--- src/crv_pkg.sv ---
package crv_pkg;

    localparam int ITERATIONS     = 14;
    localparam int DATA_FRAC_BITS = 13;
    localparam int ACC_FRAC_BITS  = 30;
    localparam int ACC_INT_BITS   = 5;

    localparam int DATA_W   = 16;
    localparam int ACC_W    = ACC_INT_BITS + ACC_FRAC_BITS;
    localparam int FRAC_GAP = ACC_FRAC_BITS - DATA_FRAC_BITS;
    localparam int WIDE_W   = ACC_W + DATA_W;
    localparam int STAGE_W  = (ITERATIONS > 1) ? $clog2(ITERATIONS) : 1;

    typedef logic signed [DATA_W-1:0] data_t;
    typedef logic signed [ACC_W-1:0]  acc_t;
    typedef logic [STAGE_W-1:0]       stage_t;
    typedef logic [ITERATIONS-1:0][ACC_W-1:0] atan_tab_t;

    typedef struct packed {
        data_t x_in;
        data_t y_in;
        data_t phase;
        logic  mode;
        logic  last_in;
    } crv_in_t;

    typedef struct packed {
        data_t x_out;
        data_t y_out;
        data_t z_out;
        logic  last_out;
    } crv_out_t;

    // Working state carried down the cell chain.
    typedef struct packed {
        acc_t x;
        acc_t y;
        acc_t z;
        logic mode;
        logic last;
    } crv_data_t;

    // atan(2^-i), truncated to ACC_FRAC_BITS fraction bits. Elaboration only.
    function automatic atan_tab_t calc_atan_tab();
        atan_tab_t tab;
        real       a;
        for (int i = 0; i < ITERATIONS; i++)
        begin
            a      = $floor($atan(2.0 ** (-i)) * (2.0 ** ACC_FRAC_BITS));
            tab[i] = ACC_W'(longint'(a));
        end
        return tab;
    endfunction

    localparam atan_tab_t ATAN_TAB = calc_atan_tab();

    // 16-bit fixed point into accumulator format; wraps on overflow.
    function automatic acc_t widen(data_t v);
        logic signed [WIDE_W-1:0] w;
        w = WIDE_W'(v);
        w = w <<< FRAC_GAP;
        return w[ACC_W-1:0];
    endfunction

    // Drop extra fraction bits (floor), wrap to 16 bits.
    function automatic data_t narrow(acc_t v);
        logic signed [WIDE_W-1:0] w;
        w = WIDE_W'(v);
        w = w >>> FRAC_GAP;
        return w[DATA_W-1:0];
    endfunction

endpackage

--- src/crv_cell.sv ---
module crv_cell (
    input  logic               clk,
    input  logic               rst_n,
    input  crv_pkg::stage_t    stage,
    input  logic               up_valid,
    output logic               up_ready,
    input  crv_pkg::crv_data_t up_data,
    output logic               dn_valid,
    input  logic               dn_ready,
    output crv_pkg::crv_data_t dn_data
);
    import crv_pkg::*;

    logic      vld_reg;
    crv_data_t data_reg;
    crv_data_t data_next;
    acc_t      xs;
    acc_t      ys;
    acc_t      ang;
    logic      pos;

    // Stage can take a beat when empty or when its content moves on.
    assign up_ready = !vld_reg || dn_ready;

    always_comb
    begin
        xs  = up_data.x >>> stage;
        ys  = up_data.y >>> stage;
        ang = acc_t'(ATAN_TAB[stage]);
        // vectoring steers by y, rotation by z (zero counts as positive)
        pos = up_data.mode ? up_data.y[ACC_W-1] : !up_data.z[ACC_W-1];
        data_next      = up_data;
        data_next.x    = pos ? (up_data.x - ys)  : (up_data.x + ys);
        data_next.y    = pos ? (up_data.y + xs)  : (up_data.y - xs);
        data_next.z    = pos ? (up_data.z - ang) : (up_data.z + ang);
    end

    always_ff @(posedge clk or negedge rst_n)
    begin
        if (!rst_n)
        begin
            vld_reg <= 1'b0;
        end
        else if (up_ready)
        begin
            vld_reg <= up_valid;
        end
    end

    always_ff @(posedge clk)
    begin
        if (up_valid && up_ready)
        begin
            data_reg <= data_next;
        end
    end

    assign dn_valid = vld_reg;
    assign dn_data  = data_reg;

endmodule

--- config.mk ---
export PLATFORM = sky130hd
export DESIGN_NAME = crv_cell
export DESIGN_NICKNAME = d
export VERILOG_FILES = /design/src/crv_pkg.sv /design/src/crv_cell.sv
export SDC_FILE = /design/constraint.sdc
export NUM_CORES = 1
export LEC_CHECK = 0
export BUFFER_PORTS_ARGS = -buffer_cell sky130_fd_sc_hd__buf_2
export CORE_MARGIN = 3
export CORE_UTILIZATION = 59
export CTS_CLUSTER_SIZE = 16
export DETAILED_ROUTE_END_ITERATION = 10
export PLACE_DENSITY = 0.9
export REMOVE_ABC_BUFFERS = 1
export SLEW_MARGIN = 20
export SYNTH_ARGS = -nofsm -noshare
export SYNTH_HDL_FRONTEND = slang
export SYNTH_SLANG_ARGS = --single-unit
--- constraint.sdc ---
create_clock -name clk -period 4 [get_ports clk]
set_clock_uncertainty 0.1 [all_clocks]
set_input_delay 0.2 -clock clk [delete_from_list [all_inputs] [get_ports clk]]
set_output_delay 0.2 -clock clk [all_outputs]
set_load 0.005 [all_outputs]
==> metrics.txt, run 1 <==
Initial Util 60.46%; Last stage global routing; Root Buffer clkbuf_16; largest net degree at the start of global routing 40; H-tree levels 3; post-synth cell types 84; GRT Resource Usage Total 104.6%; Seq/Total Area, Yosys 22.68%; FF+latch count, synth 108; Overflow after GRT 2,918; first-pass GRT wire length 199.8 mm; routability cong. 1.063; Synth Flop Type edfxtp_1; CTS buffer count 9; Synth Cell Area 0.01428 mm^2; post-synthesis async set-or-reset flop share 0.9259%; Area contributors post-synth edfxtp_1 (23%), ha_1 (10%), mux4_2 (8.5%); Max Root-Sink Buffers 2; dpl cells 2,568; Mean Syn Cell Area 9.064 um^2; die height 161.6 um; status stopped before the end; Post-Synthesis Cells 1,575; top cell type's share of synthesized area 22.51%; detailed placement HPWL 47.32 mm; yosys warns 0; Port Buffers 223; vias in the first global route 26,950; TritonCTS Sinks 108; Chip Width 161.6 um; Rows 56; Tool Error [ERROR GRT-0116] Global routing finished with congestion. Check the congestion regions in the DRC Viewer.; IO Count 224; largest area contributor in the netlist edfxtp_1; Post-synth EDFFs 107
## layer usage
metal	GRT overflow	GRT usage (%)
met3	503	103.8
met2	1108	111.6
met5	58	94.32
met1	815	106.4
met4	434	89.64
## repair_timing
item                       4_1_cts
resized for setup              449
hold endpoints to repair         4
setup endpoints to repair       76
buffers inserted               141
hold buffers                     4
gates cloned                     9
pin swaps                      211
## cell usage after synthesis, types with 12 or more instances
cell / instances
a211oi_1: 16
a21o_1: 47
a21oi_1: 146
a31oi_1: 29
and3_1: 25
buf_1: 13
buf_2: 12
clkbuf_1: 39
edfxtp_1: 107
ha_1: 114
inv_1: 39
mux2_2: 19
mux2i_1: 39
mux4_1: 25
mux4_2: 54
nand2_1: 183
nand2b_1: 22
nand3_1: 32
nor2_1: 115
nor2b_1: 15
nor3_1: 35
o21a_1: 29
o21ai_0: 98
xnor2_1: 129
xor2_1: 51
## cell families after synthesis
logic type	share of synthesized area, %
mux	17.35
xor+xnor	11.04
simple gates	15.47
buf+inv	3.734
compound gates	19.31
flops	22.68
fa+ha+maj	10.41
## metrics by stage
step	cell area [um^2]	utilization, %	hold WS [ns]	setup slack [ns]
2_1_floorplan	13900	-	-0.1956	-1.855
3_3_place_gp	19500	82.58	-0.1258	-1.185
3_5_place_dp	19500	82.58	-0.1220	-1.616
4_1_cts	22950	97.19	0.01721	-0.7279
==> run 2, diff against run 1 <==
CORE_UTILIZATION = 40   (was 59)
CTS_CLUSTER_SIZE = default   (was 16)
PLACE_DENSITY = default   (was 0.9)
PLACE_DENSITY_LB_ADDON = 0.15   (was default)
==> run 2 against run 1 <==
  * The flow now finishes, with violations (negative setup slack)
  * Area after synthesis unchanged
  * Synthesized cell count unchanged
==> metrics.txt, run 2 <==
Root Buffer clkbuf_16 (unchanged); detailed placement HPWL 40.87 mm (was 47.32 mm); switching pwr 3.123 mW; FMAX 205.8 MHz; top cell type's share of synthesized area 22.51% (unchanged); Post-Route Setup TNS -23.50 ns; dpl cells 2,768 (was 2,568); die area 0.03799 mm^2; Core Box Area 0.03488 mm^2; Worst Path Buf+Inv 6; Tcrit/Tclk final 121.5%; commonest non-fill, non-tap cell in the layout buf_4; status finished, violations left (was stopped before the end); Post-synth EDFFs 107 (unchanged); critical path's most frequent cell a21o_1; Pre-antenna DRT Iters 5; top post-synthesis cells by count nand2_1 (183), a21oi_1 (146), xnor2_1 (129) (unchanged); Worst Setup End Kind flop; Rows 68 (was 56); Overall Power 8.095 mW; Port Buffers 223 (unchanged); internal power 4.972 mW; routability cong. 0.9592 (was 1.063); wire per inst 19.27 um; post-synthesis async set-or-reset flop share 0.9259% (unchanged); combinational fraction of design power 68.6%; Chip Width 194.9 um (was 161.6 um); clock power share 10.7%; Area contributors post-synth edfxtp_1 (23%), ha_1 (10%), mux4_2 (8.5%) (unchanged); Max Root-Sink Buffers 2 (unchanged); sequential power share 20.7%; post-synth cell types 84 (unchanged); vias per cell 5.498; vias in the first global route 16,010; WP data required 4.04 ns; TritonCTS Sinks 108 (unchanged); die height 194.9 um (was 161.6 um); crit path kind in -> reg; max cap viols 0; Worst Max-Slew Pin Slew 0.6472 ns; Crit-path slowest cell mux4_2; unrepaired setup endpoints after global routing true; initial antenna violation count 1; Crit Path Max Fanout 5; Worst Setup Start Kind input pin; DRC Markers 0; Layout area overhead 67.94%; Final WS setup -0.8581 ns; most frequent cell after synthesis nand2_1 (unchanged); CTS tree built; Overflow after GRT 0; IO Count 224 (unchanged); largest net degree at the start of global routing 66; final layout net count 2,709; largest area contributor in the netlist edfxtp_1 (unchanged); GRT Resource Usage Total 27.60%; Sw Ratio 38.58%; min Tclk post-route 4.858 ns; P_leak 10.79 nW; Mean Syn Cell Area 9.064 um^2 (unchanged); Slowest Stage Delay on Critical Path 0.54 ns; yosys warns 0 (unchanged); first-pass GRT wire length 84.86 mm; layout cell share with drive strength beyond 1 55.38%; Final Max Tran Viols 0; CTS buffer count 9 (unchanged); Initial Util 40.93% (was 60.46%); Synth Flop Type edfxtp_1 (unchanged); HP Class in -> async; Worst path top cell family by delay compound AO/OA/AOI/OAI gates; Worst Path Arrival 4.90 ns; Post-Synthesis Cells 1,575 (unchanged); maximum vdd ir drop 0.2477 mV; DRT antenna net count 0; Final Non-Filler Cells 2,937; Power Density 337.7 mW/mm^2; Seq/Total Area, Yosys 22.68% (unchanged); DR iter-0 viols 1,225; Final setup viols 62; total wire length 56.60 mm; Synth Cell Area 0.01428 mm^2 (unchanged); Vias 16,150; final hold violation count 0; Worst-path clk slew 0.08 ns; commonest cells after routing, fill and taps aside buf_4 (652), buf_2 (219), nand2_1 (161), xnor2_1 (113), edfxtp_1 (107); R2R setup slack 2.06 ns; Slew HR 56.40%; FF+latch count, synth 108 (unchanged); failing checks negative setup slack; max FFs per register 107; H-tree levels 3 (unchanged); insertion delay to the later sink of the worst-skew pair 0.37 ns
-- run 2: final cells by class --
type,count,area (um^2)
clock buffers,12,236.5
flip-flops and latches,108,3238
inverters,42,166.4
multi-input cells,1352,12470
fillers,2703,10910
diodes,1,2.502
repair buffers,964,7273
clock inverters,3,22.52
well taps,455,569.3
-- run 2: kinds of logic (layout without fill, tap and decap cells) --
family                   Yosys count  after routing  synth area share (%)
AO/OA/AOI/OAI                    446            446                 19.31
XOR/XNOR                         180            180                 11.04
adder cells (fa/ha/maj)          117            117                 10.41
buffers and inverters            115           1021                 3.734
flip-flops                       108            108                 22.68
multiplexers                     137            137                 17.35
other                              0              1                     0
AND/OR/NAND/NOR                  472            472                 15.47
-- run 2: final timing paths --
kind	startpoint	endpoint	depth (start not counted)
worst max-delay path	stage[0]	dn_data[105]	27
min in group clk	dn_ready	dn_valid	3
worst max register to register	dn_valid	dn_data[35]	3
worst min-delay path	rst_n	dn_valid	2
max in group asynchronous	rst_n	dn_valid	2
worst min register to register	dn_valid	dn_valid	2
-- run 2: worst reg2reg max path: stages, from the launching register on --
cell	delay [ns]
dfrtp_1	0.37
nand2b_1	0.11
and2_4	0.55
buf_12	0.39
-- run 2: through the flow --
step | setup slack, ns | hold slack [ns] | util (%) | area [um^2]
floorplan | -1.855 | -0.1956 | - | 13900
global placement | -1.360 | -0.1254 | 57.69 | 20120
detailed placement | -1.474 | -0.1221 | 57.69 | 20120
CTS | -0.7334 | 0.001816 | 64.14 | 22370
global route | -0.9828 | 0.02200 | 68.72 | 23970
finish | -0.8581 | 0.02604 | 68.73 | 23980
-- run 2: power groups by stage --
stage | combinational, mW | clock, mW | sequential [mW]
floorplan | 2.19 | 0 | 1.74
global placement | 4.23 | 0 | 1.70
detailed placement | 4.28 | 0 | 1.70
CTS | 4.86 | 0.902 | 1.68
global route | 5.97 | 0.937 | 1.70
finish | 5.55 | 0.870 | 1.68
-- run 2: what timing repair did --
item | in CTS | in global routing
resized for setup | 303 | 263
hold buffers | 4 | 0
hold endpoints to repair | 4 | 0
setup endpoints to repair | 71 | 65
cloned | 3 | 0
pin swaps | 98 | 153
buffers inserted | 95 | 62
-- run 2: metal layers --
layer	share of wire [%]	vias up	track usage, %
met5	0.023	-	0
met4	2.7	2	8.027
met3	5.4	98	2.808
met2	48	544	45.80
met1	44	7774	38.34
li1	-	7730	-
(Power assumes the default switching activity.)
==> run 3, diff against run 2 <==
ABC_AREA = 1   (was default)
==> run 3 against run 2 <==
  * The run now ends clean
  * Critical endpoint unchanged
  * Critical path depth fell by 1
  * Final cell count increased by 29%
  * Global-route usage rose by 2.2 points
  * Critical path type unchanged
  * Sequential cell count unchanged
==> metrics.txt, run 3 <==
vias per cell 5.231 (was 5.498); post-synth cell types 45 (was 84); area of the multi-input gates 0.01194 mm^2 (was 0.01247 mm^2); Port Buffers 223 (unchanged); Vias 19,790 (was 16,150); Rows 71 (was 68); placed inst area 0.02170 mm^2 (was 0.02012 mm^2); clock power share 12.2% (was 10.7%); Reg2Reg Launch Point dn_valid (unchanged); Sw Ratio 42.28% (was 38.58%); Crit Path Max Fanout 4 (was 5); layout cell share with drive strength beyond 1 35.07% (was 55.38%); R2R setup slack 2.40 ns (was 2.06 ns); post-synthesis async set-or-reset flop share 0.9259% (unchanged); Final Max Tran Viols 0 (unchanged); unrepaired setup endpoints after global routing true (unchanged); Max Root-Sink Buffers 2 (unchanged); Root Buffer clkbuf_16 (unchanged); detailed placement HPWL 54.32 mm (was 40.87 mm); IO Count 224 (unchanged); Final setup viols 0 (was 62); commonest non-fill, non-tap cell in the layout nand2_1 (was buf_4); Finished Cell Area 0.02323 mm^2 (was 0.02398 mm^2); Worst Setup Start Kind input pin (unchanged); initial antenna violation count 0 (was 1); vias in the first global route 18,680 (was 16,010); top cell type's share of synthesized area 20.48% (was 22.51%); HP Class in -> reg (was in -> async); total wire length 65.34 mm (was 56.60 mm); Post-synth EDFFs 107 (unchanged); Seq/Total Area, Yosys 20.64% (was 22.68%); first-pass GRT wire length 97.73 mm (was 84.86 mm); Initial Util 41.07% (was 40.93%); max FFs per register 107 (unchanged); FMAX 256.1 MHz (was 205.8 MHz); P_leak 11.83 nW (was 10.79 nW); Area contributors post-synth edfxtp_1 (20%), nand2_1 (18%), nand3_1 (11%) (was edfxtp_1 (23%), ha_1 (10%), mux4_2 (8.5%)); largest area contributor in the netlist edfxtp_1 (unchanged); final hold violation count 0 (unchanged); Worst Path Arrival 3.95 ns (was 4.90 ns); maximum vdd ir drop 0.2311 mV (was 0.2477 mV); CTS buffer count 9 (unchanged); ant diodes 0 (was 1); wire per inst 17.27 um (was 19.27 um); top post-synthesis cells by count nand2_1 (745), nand3_1 (335), inv_1 (214) (was nand2_1 (183), a21oi_1 (146), xnor2_1 (129)); DRT antenna net count 0 (unchanged); commonest cells after routing, fill and taps aside nand2_1 (723), buf_4 (600), nand3_1 (306), buf_2 (219), inv_1 (206) (was buf_4 (652), buf_2 (219), nand2_1 (161), xnor2_1 (113), edfxtp_1 (107)); combinational fraction of design power 66.3% (was 68.6%); insertion delay to the later sink of the worst-skew pair 0.38 ns (was 0.37 ns); Hold Path Depth 4; Worst-path clk slew 0.08 ns (about the same); end of the worst register-to-register path dn_data[55] (was dn_data[35]); Layout area overhead 48.03% (was 67.94%); final layout net count 3,500 (was 2,709); Worst Max-Slew Pin Slew 0.7327 ns (was 0.6472 ns); H-tree levels 3 (unchanged); Tcrit/Tclk final 97.61% (was 121.5%); DR iter-0 viols 1,601 (was 1,225); DRC Markers 0 (unchanged); die area 0.04164 mm^2 (was 0.03799 mm^2); FF+latch count, synth 108 (unchanged); Post-Synthesis Cells 2,476 (was 1,575); Worst Setup EP dn_data[105] (unchanged); Worst Setup End Kind flop (unchanged); crit path kind in -> reg (unchanged); Synth Cell Area 0.01569 mm^2 (was 0.01428 mm^2); Core Box Area 0.03820 mm^2 (was 0.03488 mm^2); largest net degree at the start of global routing 72 (was 66); Overflow after GRT 0 (unchanged); status finished clean (was finished, violations left); internal power 4.506 mW (was 4.972 mW); Power Density 336.1 mW/mm^2 (was 337.7 mW/mm^2); Synth Flop Type edfxtp_1 (unchanged); routability cong. 0.9596 (was 0.9592); switching pwr 3.300 mW (was 3.123 mW); Pre-antenna DRT Iters 5 (unchanged); GRT Resource Usage Total 29.80% (was 27.60%); Slew HR 50.81% (was 56.40%); sequential power share 21.5% (was 20.7%); yosys warns 0 (unchanged); max cap viols 0 (unchanged); Overall Power 7.807 mW (was 8.095 mW); die height 204.1 um (was 194.9 um); number of fill cells 3,713 (was 2,703); min Tclk post-route 3.904 ns (was 4.858 ns); TritonCTS Sinks 108 (unchanged); most frequent cell after synthesis nand2_1 (unchanged); Sequential Area 0.003238 mm^2 (unchanged); WP data required 4.04 ns (about the same); Chip Width 204.1 um (was 194.9 um); CP startpoint stage[2] (was stage[0]); Mean Syn Cell Area 6.337 um^2 (was 9.064 um^2); CTS tree built (unchanged); r2r worst-path depth 2 (was 3)
[run 3: cell types whose count changed in the layout (fill, tap and decap cells not counted), moves of 25 or more]
cell / change
xnor2_1: -66
a21o_1: -28
nand2_2: +45
inv_1: +170
nand3_2: +38
buf_4: -52
nand3_1: +282
nand2_1: +562
buf_6: -57
xor2_1: +72
o21ai_0: +25
mux4_2: -67
mux2i_1: -29
nor2_1: +97
[run 3: power by group through the flow]
stage / Combinational [mW] / Clock, mW / Sequential [mW]
3_3_place_gp: 4.80 / 0 / 1.70
4_1_cts: 4.87 / 0.975 / 1.68
5_1_grt: 5.67 / 1.02 / 1.70
6_report: 5.17 / 0.956 / 1.68
2_1_floorplan: 2.34 / 0 / 1.74
3_5_place_dp: 4.83 / 0 / 1.70
[run 3: metal layers]
metal	vias up	wire length (um)	global-route usage, %
met2	698	29650	49.48
met5	-	0	0
met1	9133	29000	39.74
met4	0	2474	11.08
met3	130	4224	3.743
li1	9832	-	-
[run 3: stage by stage]
step	hold slack, ns	std cells	setup TNS, ns	setup slack, ns	utilization, %
after floorplan	-0.1956	2402	-433.14	-2.342	-
after global placement	-0.1251	3735	-17.93	-1.015	56.82
after detailed placement	-0.1222	3735	-21.45	-1.079	56.82
after CTS	0.001928	3756	-0.05356	-0.05356	57.94
after global routing	0.05585	3784	-0.4332	-0.08386	60.80
final	0.02086	3784	0	0.09554	60.80
[run 3: worst min-delay path by stage]
stage | start | slack (ns) | to
after global placement | rst_n | -0.13 | dn_valid
after CTS | dn_ready | 0.002 | dn_valid
after global routing | dn_ready | 0.06 | dn_valid
after floorplan | rst_n | -0.20 | dn_valid
after detailed placement | rst_n | -0.12 | dn_valid
final | dn_ready | 0.02 | dn_valid
[run 3: layout make-up]
class | count | share of cell area, %
clock buffers | 9 | 0.9697
clock inverters | 7 | 0.2963
inverters | 231 | 3.798
multi-input cells | 2063 | 51.41
flip-flops and latches | 108 | 13.94
well taps | 511 | 2.753
repair buffers | 855 | 26.83
[run 3: cells by family after synthesis]
group	after synthesis	share of synthesized area, %
DFF	108	20.64
buffers and inverters	305	8.078
xor gates and xnor gates	168	9.378
AOI/OAI and AO/OA	342	12.34
and+or+nand+nor	1436	40.09
adders and majority gates	117	9.474
[run 3: repair_timing]
item / 4_1_cts / 5_1_grt
cloned: 0 / 7
setup buffers: 0 / 21
resized for setup: 21 / 218
endpoints found under the hold margin: 4 / 0
pin swaps: 2 / 65
setup endpoints to repair: 15 / 60
hold buffers: 5 / 0
[run 3: critical path, cell delays in order]
cell      delay [ns]
clkbuf_4        0.16
inv_2           0.16
buf_4           0.15
nor2_2          0.06
inv_1           0.10
nor2_1          0.05
nor2_1          0.11
nand2_1         0.11
inv_1           0.07
ha_2            0.17
nand2_1         0.08
nor2_2          0.17
nand2_2         0.13
nor2_4          0.21
nand2_2         0.11
o21ai_2         0.15
xor2_1          0.15
ha_1            0.26
buf_4           0.15
a21oi_2         0.14
buf_4           0.12
o21ai_1         0.07
o21bai_2        0.22
a221oi_2        0.30
nand3_2         0.17
xor2_1          0.17
